[src/design/sfs_ram.sv]
`default_nettype none
// ----------------------------------------------------------------------------
// sfs_ram
// Generic single write port, single read port RAM with registered read data.
// ----------------------------------------------------------------------------
module sfs_ram #(
  parameter int unsigned WIDTH = 16,
  parameter int unsigned DEPTH = 256,
  localparam int unsigned AW = (DEPTH > 1) ? $clog2(DEPTH) : 1
) (
  input  wire logic             clk,
  input  wire logic             we,
  input  wire logic [AW-1:0]    waddr,
  input  wire logic [WIDTH-1:0] wdata,
  input  wire logic [AW-1:0]    raddr,
  output logic      [WIDTH-1:0] rdata
);

  logic [WIDTH-1:0] mem [DEPTH];

  always_ff @(posedge clk) begin
    if (we) begin
      mem[waddr] <= wdata;
    end
    rdata <= mem[raddr];
  end

endmodule
`default_nettype wire

[config.mk]
export PLATFORM = sky130hd
export DESIGN_NAME = sfs_ram
export DESIGN_NICKNAME = d
export VERILOG_FILES = /design/src/design/sfs_ram.sv
export SDC_FILE = /design/constraint.sdc
export NUM_CORES = 2
export LEC_CHECK = 0
export BUFFER_PORTS_ARGS = -buffer_cell sky130_fd_sc_hd__buf_4
export CAP_MARGIN = 20
export CORE_MARGIN = 1.5
export CORE_UTILIZATION = 39
export DETAILED_ROUTE_END_ITERATION = 16
export MAX_ROUTING_LAYER = met4
export PLACE_DENSITY = 0.55
export SLEW_MARGIN = 20
export SYNTH_ARGS = -nofsm -noshare
export SYNTH_HDL_FRONTEND = slang
export SYNTH_SLANG_ARGS = --single-unit
export TNS_END_PERCENT = 5
[constraint.sdc]
create_clock -name clk -period 5.5 [get_ports clk]
set_input_delay 0 -clock clk [delete_from_list [all_inputs] [get_ports clk]]
set_output_delay 0 -clock clk [all_outputs]
set_load 0.01 [all_outputs]
# == After elaboration in Yosys (flattened, before gate mapping) ==
# Memories as Yosys holds them, arrays and structs flattened. A register that Yosys moved wholly into a read port is not among the register bits.
# Index checks and enable logic that the tools add are counted.
# totals
reg_bits,0
latchBits,0
ramBits,4096
rom_bits,0
in_bits,34
output_inout_bits,16
wordCells,3
mem_count,1
# op_classes
n_addsub,0
mul,0
div,0
magnitude_cmp,0
n_eq_ne,0
shift,0
mux,2
bitwise_logic,0
n_reduce_logical,0
# mem_list
memory,depth,word_bits,rd,rd_clocked_by_memory_dff,write_ports,line_no,source
mem,256,16,1,1,1,19,logic [WIDTH-1:0] mem [DEPTH];
# ops
operator,count
$mux 1,2

# == Logic depth before layout (Yosys ltp) ==
# logic_depth
depth_word,2
depth_mapped,12

# == Worst setup path after synthesis ==
# OpenSTA, ideal clock, no wires.
# synth_path
path_type,input -> register
startpoint,in waddr[3]
endpoint,mem mem[235][0] (enable)
setup_ps,388
arrival_ps,1777
required_ps,5112
slack_ps,3335
path_stages,6
n_path_buf,3
path_cell_list,clkbuf_1 nor2b_1 clkbuf_1 nand4_1 clkbuf_1 nor2_1
# synth_lines
item,line_no,source
from (decl),13,"input wire logic [AW-1:0] waddr,"
to (decl),19,
# Straight into the memory's write port.

==> summary.md <==
| Metric | Value |
|---|---|
| Status | finished clean |
| Filler instances | 34.34k |
| Simple-Gate Fraction of Synth Area | 0.01574 |
| Internal power of the cells | 51.22 mW |
| Clock share of power | 0.420 |
| Critical Setup Path Class | in -> reg |
| Sum of negative setup slack | 0 ns |
| Worst Setup End Kind | register |
| Die boundary width | 640.9 µm |
| Nets@finish | 7863 |
| Combinational family with the most area after synthesis | multiplexers |
| Sequential power share | 0.529 |
| Total wirelength of the detailed-routed design | 441900 µm |
| Final count of negative-setup-slack endpoints | 0 |
| Total clock sinks | 4112 |
| Launching element type of the critical path | input port |
| Worst hold path class | in -> reg |
| Total routing resource utilization after global routing | 0.2187 |
| Post-detailed-placement cell area | 0.1674 mm² |
| Maximum count of clock buffers along a single path | 4 |
| Cells after synthesis | 7360 |
| Total via count in the routed design | 78.65k |
| Crit path DAT | 4.51 ns |
| Violation count after the first detailed-routing iteration | 9040 |
| Mux contribution to synthesized area | 0.1550 |
| Die Span Y | 640.9 µm |
| Actual slew at the worst max-slew pin | 1.265 ns |
| Complex-gate fraction of the synthesized area | 0.03537 |
| Number of synthesized flops with an enable pin | 4096 |
| Grt total ovfl | 0 |
| Effective utilization at floorplan | 0.3911 |
| Worst-case vdd ir drop | 0.2530 mV |
| Standby leakage power | 56.75 nW |
| Wire length per cell | 32.46 µm |
| Ys Warns | 0 |
| Post-route minimum period | 3.695 ns |
| Critical Path RT | 6.31 ns |
| Most frequent cell after synthesis | edfxtp_1 |
| Setup skew after layout | 0.05187 ns |
| Core Area | 0.4058 mm² |
| Fraction of synthesized cell area in xor and xnor cells | 0 |
| Number of standard cells in the layout, taps in and fillers out | 13.62k |
| Post-synthesis register bit count | 4112 |
| Maximum capacitance violations | 0 |
| Die Footprint | 0.4108 mm² |
| Signed area change from the synthesized netlist to the final layout | 14.09% |
| Clk pin slew, worst setup/hold paths | 0.06 ns |
| R2r setup slk | 2.16 ns |
| Number of vias per cell after detailed routing | 5.776 |
| Synth area leader | edfxtp_1 |
| I/O Pins | 50 |
| Clk root buf | clkbuf_16 |
| Cell Rows | 234 |
| Global placer's final weighted congestion | 0.8496 |
| DPL Wire Length | 260600 µm |
| Post-CTS repair timing setup buffer count | 0 |
| Power dissipated by switching net loads | 14.25 mW |
| Comb power frac | 0.050 |
| Number of max-slew violations in the final report | 0 |
| Proportion of netlist area held by the largest area contributor | 0.7750 |
| Syn Std Cell Area | 0.1587 mm² |
| Beginning of the worst hold path | wdata[4] |
| Number of placed instances, taps included | 12.79k |
| Wire length of the first global-routing pass | 617800 µm |
| Antenna Violating Nets Remaining | 0 |
| Sequential-to-total area share from yosys stat | 0.7770 |
| Number of global-route vias before repair | 78.01k |
| Critical path fanouts, max | 76 |
| CTS tree | built |
| Reg2reg end | rdata[7] |
| Post-Synthesis Mean Instance Area | 21.56 µm² |
| Asr flop ratio synth | 0 |
| Maximum achievable frequency | 270.7 MHz |
| Most frequent CP cell | buf_4 |
| Slew headroom | 0.1478 |
| Synth Net Count | 7394 |
| Residual DRC | 0 |
| Post-Layout Inst Area | 0.1811 mm² |
| Main synth FF type | edfxtp_1 |
| Share of the clock period used by the worst path after layout | 0.6717 |
| TritonCTS buffer count | 424 |
| PortBufs | 49 |
| R2R cell count | 7 |
| Slowest stage cell, crit path | a221oi_1 |
| R2R Path Start | mem[131][7] |
| Antenna violations before repair | 26 |
| Largest stage delay, worst path | 0.88 ns |
| Power density over cell area | 361.6 mW/mm² |
| Number of distinct library cells after synthesis | 52 |
| Maximum number of pins on one net before global-route repair | 173 |
| Top post-synthesis cells by area | edfxtp_1, mux4_2, mux2i_1, o221ai_1, nor2_1 |
| Post-Synth Adder-Cell Area | 0 |
| Max H-tree Level | 5 |
| Critical path capture point | rdata[7] |
| Final count of hold timing violations | 0 |
| Worst-skew pair later-pin latency | 0.97 ns |
| Cell chain of the critical path | dlygate4sd3_1 -> buf_4 -> inv_8 -> buf_12 -> mux2_2 -> a221oi_1 -> o31ai_1 -> buf_4 -> o32ai_1 -> nor4_1 |
| Layout cell share with drive strength beyond 1 | 0.2510 |
| Drt pass-1 iters | 5 |
| Unrepaired setup endpoints after global routing | false |
| Synth top cells by count | edfxtp_1, mux4_2, mux2i_1 |
| Beginning of the critical path | raddr[3] |
| Total power | 65.47 mW |
| Switch share | 0.2176 |
logic make-up after synthesis:
group / Yosys count
simple gates: 556
mux: 1450
compound gates: 786
buf+inv: 456
flops: 4112
repair_timing:
| action | CTS | global route |
|---|---|---|
| hold buffers | 42 | 0 |
| resized for setup | 0 | 0 |
| hold endpoints to repair | 2794 | 0 |
how the worst min path moves through the flow:
stage,endpoint,slack (ns),depth (start not counted)
6_report,mem[244][4],0.03,2
3_3_place_gp,mem[150][5],0.44,1
3_5_place_dp,mem[151][5],0.45,1
2_1_floorplan,mem[0][0],0.1,0
4_1_cts,mem[72][9],0.04,2
5_1_grt,mem[246][4],0.02,2
area by class of cell:
cell class	count	area, µm²	share of cell area
clock inverters	246	2067	0.01142
diodes	13	32.53	0.0001797
multi-input cells	2792	33240	0.1836
repair buffers	495	4496	0.02483
inverters	4	27.53	0.0001520
clock buffers	526	11100	0.06129
flip-flops and latches	4112	123300	0.6811
well taps	5428	6792	0.03751
per-layer routing:
layer | global-route usage | up-vias | share of wire
li1 | - | 32260 | -
met3 | 0.03453 | 571 | 0.071
met5 | - | - | 0
met4 | 0.05417 | 0 | 0.027
met1 | 0.2983 | 42760 | 0.42
met2 | 0.3460 | 3064 | 0.49
sequential cells by signal, summed over array words and instances, names as in the netlist:
register and flops:
mem 4096, rdata 16
worst max-delay path: cells and delay by family:
| family | cells | cell delay (ns) |
|---|---|---|
| compound gates | 3 | 1.66 |
| buf+inv | 5 | 2.08 |
| simple gates | 1 | 0.15 |
| mux | 1 | 0.37 |
cells in the final DEF (no fill, tap or decap), types with 96 or more instances in the layout:
master     synthesis  routed
clkbuf_16          0     428
buf_4             26     389
a21oi_1          175     175
nor2_1           304     204
clkbuf_1         230      96
edfxtp_1        4096    4096
o221ai_1         252     252
o22ai_1          148     148
mux2i_1          565     565
mux4_2           797     797
clkinv_1           0     101
power groups by stage:
stage	clock, mW	combinational (mW)	sequential [mW]
2_1_floorplan	0	1.70	35.2
3_3_place_gp	0	3.25	35.3
3_5_place_dp	0	3.30	35.3
4_1_cts	28.0	3.33	34.6
5_1_grt	29.2	3.46	34.6
6_report	27.5	3.30	34.6
through the flow:
step	worst slack, ns	hold WS, ns	utilization
floorplan	3.335	0.09887	-
global placement	1.311	0.4379	0.4120
detailed placement	1.318	0.4483	0.4124
CTS	1.916	0.03876	0.4459
global route	1.816	0.01743	0.4462
finish	1.805	0.02973	0.4462
Power figures use the tool's default switching activity.
