==> src/design/sfs_pkg.sv <==
`default_nettype none
// ----------------------------------------------------------------------------
// sfs_pkg
// Shared types, codes and the frame successor function for the sprite frame
// sequencer.
// ----------------------------------------------------------------------------
package sfs_pkg;

  // transaction function codes
  localparam logic [2:0] FUNC_TICK    = 3'd0;
  localparam logic [2:0] FUNC_LOAD    = 3'd1;
  localparam logic [2:0] FUNC_SET     = 3'd2;
  localparam logic [2:0] FUNC_RESTART = 3'd3;
  localparam logic [2:0] FUNC_CLEAR   = 3'd4;

  // configuration register indexes
  localparam int unsigned CFG_ADDR_W = 4;
  localparam logic [1:0] REG_LOOP_ENABLE = 2'd0;
  localparam logic [1:0] REG_FIRST_FRAME = 2'd1;
  localparam logic [1:0] REG_END_FRAME   = 2'd2;
  localparam logic [1:0] REG_SPEED       = 2'd3;

  // register reset values
  localparam logic [8:0]  END_FRAME_RST = 9'd1;
  localparam logic [15:0] SPEED_RST     = 16'd256;

  // frame numbers are 8 bits wide
  localparam int unsigned FRAME_NUMS = 256;

  // steps before whole frame cycles are removed at once
  localparam int unsigned STEP_LIMIT = 512;
  localparam int unsigned STEP_W     = 9;

  typedef struct packed {
    logic       busy;
    logic       done;
  } sfs_rem_status_t;

  typedef struct packed {
    logic [7:0] frame;
    logic       hold;
  } sfs_step_t;

  function automatic sfs_step_t sfs_next(
    input logic [7:0] f,
    input logic [8:0] end_frame,
    input logic       loop_enable,
    input logic [7:0] first_frame
  );
    sfs_step_t  r;
    logic [8:0] n;
    logic [8:0] last;
    n    = {1'b0, f} + 9'd1;
    last = end_frame - 9'd1;
    r.hold  = 1'b0;
    r.frame = n[7:0];
    if (n == end_frame) begin
      if (loop_enable) begin
        r.frame = first_frame;
      end else begin
        r.frame = last[7:0];
        r.hold  = 1'b1;
      end
    end
    return r;
  endfunction

endpackage
`default_nettype wire

==> src/design/sfs_rem.sv <==
`default_nettype none
// ----------------------------------------------------------------------------
// sfs_rem
// Iterative restoring remainder unit, one quotient bit per cycle.
// ----------------------------------------------------------------------------
module sfs_rem (
  input  wire logic                     clk,
  input  wire logic                     rst,
  input  wire logic                     start,
  input  wire logic [31:0]              dividend,
  input  wire logic [31:0]              divisor,
  output sfs_pkg::sfs_rem_status_t      status,
  output logic      [31:0]              rem
);

  logic [31:0] shreg;
  logic [5:0]  cnt;
  logic [32:0] trial;
  logic [32:0] diff;

  assign trial = {rem, shreg[31]};
  assign diff  = trial - {1'b0, divisor};

  always_ff @(posedge clk) begin
    if (rst) begin
      status <= '0;
      cnt    <= '0;
    end else begin
      status.done <= status.busy && !start && (cnt == 6'd1);
      if (start) begin
        rem         <= '0;
        shreg       <= dividend;
        cnt         <= 6'd32;
        status.busy <= 1'b1;
      end else if (status.busy) begin
        if (trial >= {1'b0, divisor}) begin
          rem <= diff[31:0];
        end else begin
          rem <= trial[31:0];
        end
        shreg <= {shreg[30:0], 1'b0};
        cnt   <= cnt - 6'd1;
        if (cnt == 6'd1) begin
          status.busy <= 1'b0;
        end
      end
    end
  end

endmodule
`default_nettype wire

==> config.mk <==
export PLATFORM = sky130hd
export DESIGN_NAME = sfs_rem
export DESIGN_NICKNAME = d
export VERILOG_FILES = /design/src/design/sfs_pkg.sv /design/src/design/sfs_rem.sv
export SDC_FILE = /design/constraint.sdc
export NUM_CORES = 1
export LEC_CHECK = 0
export BUFFER_PORTS_ARGS = -buffer_cell sky130_fd_sc_hd__buf_2
export CORE_MARGIN = 8
export CORE_UTILIZATION = 50
export CTS_CLUSTER_SIZE = 24
export DETAILED_ROUTE_END_ITERATION = 16
export PLACE_DENSITY = 0.71
export SLEW_MARGIN = 20
export SYNTH_ARGS = -nofsm -noshare
export SYNTH_HDL_FRONTEND = slang
export SYNTH_SLANG_ARGS = --single-unit
==> constraint.sdc <==
create_clock -name clk -period 14.5 [get_ports clk]
set_input_delay 2.175 -clock clk [delete_from_list [all_inputs] [get_ports clk]]
set_output_delay 2.175 -clock clk [all_outputs]
set_load 0.01 [all_outputs]
-- Word level (Yosys, flattened, before mapping)
Index checks and enable logic that the tools add are counted.
- output and inout bits: 34
- logic and storage cells: 26
- flip-flop bits (word level): 72
- input bits: 67
- muxes and demuxes: 9
- reductions and logical operators: 6
- add/subtract/negate cells: 2
- bitwise gates (word level): 1
- $lt $le $gt $ge: 1
- eq/ne operators: 1
- operators by type and width (kind ; count):
    $mux W32 ; 4
    $ge A33 B32 Y1 ; 1
    $sub A32 B32 Y32 ; 1
    $mux W6 ; 2
    $eq A6 B1 Y1 const B ; 1
    $sub A6 B1 Y6 const B ; 1
    $mux W1 ; 3
    $logic_and A1 B1 Y1 ; 2
    $reduce_and A2 Y1 ; 1
    $reduce_bool A2 Y1 ; 1
    $reduce_or A2 Y1 ; 1
    $logic_not A1 Y1 ; 1
    $not A1 Y1 ; 1

-- Logic depth before layout (Yosys ltp)
- word-level depth: 4
- depth in mapped cells: 13
- gate-level depth less buffers: 12

-- Worst setup path after synthesis
OpenSTA, ideal clock, no wires.
- path type: input to register
- start: input start
- end: register rem[0], enable pin
- arrival: 5.901 ns
- required time: 13.991 ns
- cell stages on the path: 3
- slack: 8.090 ns
- path buffers: 1
- library setup time: 0.509 ns
- cells stage by stage: clkbuf_1 clkinv_1 a21oi_1
- cells in the longest elaborated chain, start to end: 2
- RTL lines (item ; line ; text):
    from (decl) ; sfs_rem.sv:9 ; input wire logic start,
    $reduce_bool A2 Y1 (no source line) ; - ;
    $reduce_and A2 Y1 (no source line) ; - ;
    to (signal assigned) ; sfs_rem.sv:37 ; rem <= diff[31:0];
    to (signal assigned) ; sfs_rem.sv:39 ; rem <= trial[31:0];
    to (decl) ; sfs_rem.sv:13 ; output logic [31:0] rem
No other way between the ends.
A chain may end at the register's enable or synchronous reset.

-- Worst setup path in the final report
- start: input divisor[0]
- end: register rem[30] (data pin)
- cells in the longest elaborated chain, start to end: 3
- elaborated cells between the ends (all ways): 4
- RTL lines (item ; line ; text):
    from (decl) ; sfs_rem.sv:11 ; input wire logic [31:0] divisor,
    $sub A32 B32 Y32 / $ge A33 B32 Y1 (equally long branches) ; sfs_rem.sv:22, sfs_rem.sv:36 ;
    $mux W32 (*) ; sfs_rem.sv:36 ; if (trial >= {1'b0, divisor}) begin
    $mux W32 (*) ; sfs_rem.sv:35 ; end else if (status.busy) begin
Every way passes the cells marked *; elsewhere a longest branch is shown, timed or not. The select of a mux whose other input is x is not followed.

==> impl_metrics.py <==
metrics = {
    "status": {
        "status": "completed",
    },
    "clock_network": {
        "post_cts_buffers": 0,
        "clockBufferDepth": 2,
        "cts_root_buffer": "clkbuf_8",
        "htreeDepth": 3,
        "cts_tree": "yes",
        "clk_latency_ns": 0.35,
        "clock-sinks": 72,
        "cts_buffers": 9,
        "post_cts_hold_buffer_count": 0,
        "cts_resized": 0,
        "cts.clk_slew.worst_paths_ns": 0.09,
    },
    "place": {
        "dpl-instance-area_um2": 5740,
        "dp_cells": 755,
        "hpwl_um": 9550,
        "gp_congestion": 0.943,
        "portBuffers": 100,
    },
    "timing": {
        "finalHoldViolCount": 0,
        "tightest_slew_ns": 0.929,
        "max_slew_margin_pct": 37.9,
        "final.min_clock_period_ns": 4.59,
        "rsz0062_at_grt": "no",
        "finalClockSkew_ns": 0.00820,
        "finalSetupViolations": 0,
        "maxClockFrequency_ghz": 0.218,
        "maxSlewViolCount": 0,
        "holdWs_ns": 0.506,
        "tns_ns": 0,
        "finalCritPeriodShare_pct": 31.6,
    },
    "global_routing": {
        "gr-usage-all-layers_pct": 18.0,
        "grt_pass1_wl_um": 21100,
        "gr-total-overflow": 0,
        "grt_pass1_vias": 4384,
        "grt_antenna_before_repair": 0,
        "grt_max_degree": 64,
    },
    "cells_and_area": {
        "finalInstanceArea_um2": 5950,
        "area.growth.synth_to_final_pct": 14.5,
        "multi_input_area_um2": 2800,
        "final-instance-count-excl-fill": 771,
        "antennaDiodeCount": 0,
        "fin_nets": 732,
        "regArea_um2": 2080,
        "nFillCells": 952,
        "drive_above_1_share_pct": 26.8,
    },
    "critical_path": {
        "worst-endpoint-arrival_ns": 4.81,
        "critPathRequiredTime_ns": 14.72,
        "cp-start-kind": "primary input",
        "reg2reg_depth": 12,
        "worstSetupEndpointType": "flop",
        "reg2reg_setup_slack_ns": 11.31,
        "critPathMaxFanout": 4,
        "critPathKind": "primary input to flop",
    },
    "hold_path": {
        "min_path_type": "flop to flop",
        "min_path_cells": 2,
    },
    "floorplanning": {
        "placementRows": 37,
        "core_um2": 10200,
        "dieArea_um2": 13900,
        "die_h_um": 118,
        "io_pins": 101,
        "fp.dieW_um": 118,
        "initial_core_util_pct": 51.0,
    },
    "power": {
        "report.power.total_mw": 0.653,
        "p_leak_nw": 2.64,
        "ir_worst_vdd_v": 0.0000648,
        "p_per_area_nw_per_um2": 110,
    },
    "logic_synthesis": {
        "async_flop_share_pct": 0,
        "synthCells": 541,
        "synth_edf_count": 64,
        "yosysSeqAreaShare_pct": 40.1,
        "yosys.cell_types.count": 64,
        "synth_area_um2": 5190,
        "synth_most_common_cell": "nand2_1",
        "syn_avg_cell_area_um2": 9.60,
        "synth_top_area_share_pct": 37.0,
        "yosys-top-cells-count": "67 x nand2_1, 64 x edfxtp_1, 62 x a21oi_1",
        "synthFlopType": "edfxtp_1",
        "synth_warnings": 0,
        "syn-num-nets": 643,
        "yosysTopAreaCell": "edfxtp_1",
        "ys_ff_latch": 72,
        "ys_top_cells_by_area": "edfxtp_1 37%, ha_1 8.2%, mux2_2 6.7%, a21oi_1 6.0%, nand2_1 4.8%",
    },
    "route": {
        "drc": 0,
        "routed_wl_um": 12700,
        "routed_via_density": 5.62,
        "dr.pass1.iters": 6,
        "wl_per_cell_um": 16.5,
        "ant_nets": 0,
        "num_vias": 4332,
        "drtIter0Drc": 297,
    },
    "flow_run": {
        "cap_violations": 0,
    },
}
==> critical path: stages <==
cell and delay [ns]:
buf_2 0.08, ha_1 0.15, inv_1 0.06, fa_1 0.44
a211oi_2 0.27, nor3_1 0.11, o21ai_1 0.19, o2111ai_1 0.16
a211o_1 0.35, nor4b_1 0.18, or4_1 0.54, nand3_1 0.10
==> per-stage QoR <==
stage	utilization (%)	setup slack (ns)
2_1_floorplan	-	8.09
3_3_place_gp	56.4	9.64
3_5_place_dp	56.4	9.56
4_1_cts	58.4	9.92
5_1_grt	58.4	9.76
6_report	58.4	9.91
==> path summary, 6_finish.rpt <==
check              from      end
max          divisor[0]  rem[30]
min              cnt[0]   cnt[0]
max reg2reg   shreg[31]  rem[30]
min reg2reg      cnt[0]   cnt[0]
==> flip-flops by register name, indices dropped and copies added, names as in the netlist <==
signal / count
cnt: 6
rem: 32
shreg: 32
status: 2
==> cell families (layout without fill, tap and decap cells) <==
family | Yosys count | after routing | synth area share [%]
simple gates | 154 | 154 | 14.5
xor+xnor | 24 | 24 | 4.05
mux | 31 | 31 | 6.72
flops | 72 | 72 | 40.1
fa+ha+maj | 35 | 35 | 8.57
compound gates | 155 | 155 | 19.7
buf+inv | 70 | 164 | 6.41
==> routing by layer <==
layer	track usage (%)	part of all wire, %
met1	23.0	45
met2	28.3	45
met3	6.09	8.1
met4	5.28	1.4
met5	0	0
==> where the power goes <==
group | total, mW | switching [mW] | internal [mW]
combinational | 0.219 | 0.129 | 0.0903
clock | 0.173 | 0.0897 | 0.0831
sequential | 0.261 | 0.0108 | 0.250
==> final cells by class <==
type                    instances  area share, %
clock buffers                   9           2.08
clock inverters                 7           1.43
well taps                     136           2.86
inverters                      45           2.84
multi-input cells             399           47.0
repair buffers                103           8.79
flip-flops and latches         72           35.0
==> cells in the final DEF, fill, tap and decap left out, types with 7 or more instances in the layout <==
cell type	Yosys	routed
buf_2	8	100
nand2_1	67	67
edfxtp_1	64	64
a21oi_1	62	60
inv_1	44	44
ha_1	34	34
mux2_2	31	31
nor2_1	22	22
a21o_1	20	20
o21ai_0	19	19
nand3_1	18	18
xnor2_1	13	13
nor3_1	12	12
xor2_1	11	11
clkbuf_8	0	9
nand4_1	8	8
dfxtp_1	8	8
o21a_1	7	7
Note: power is estimated with default switching activity, not from simulation.
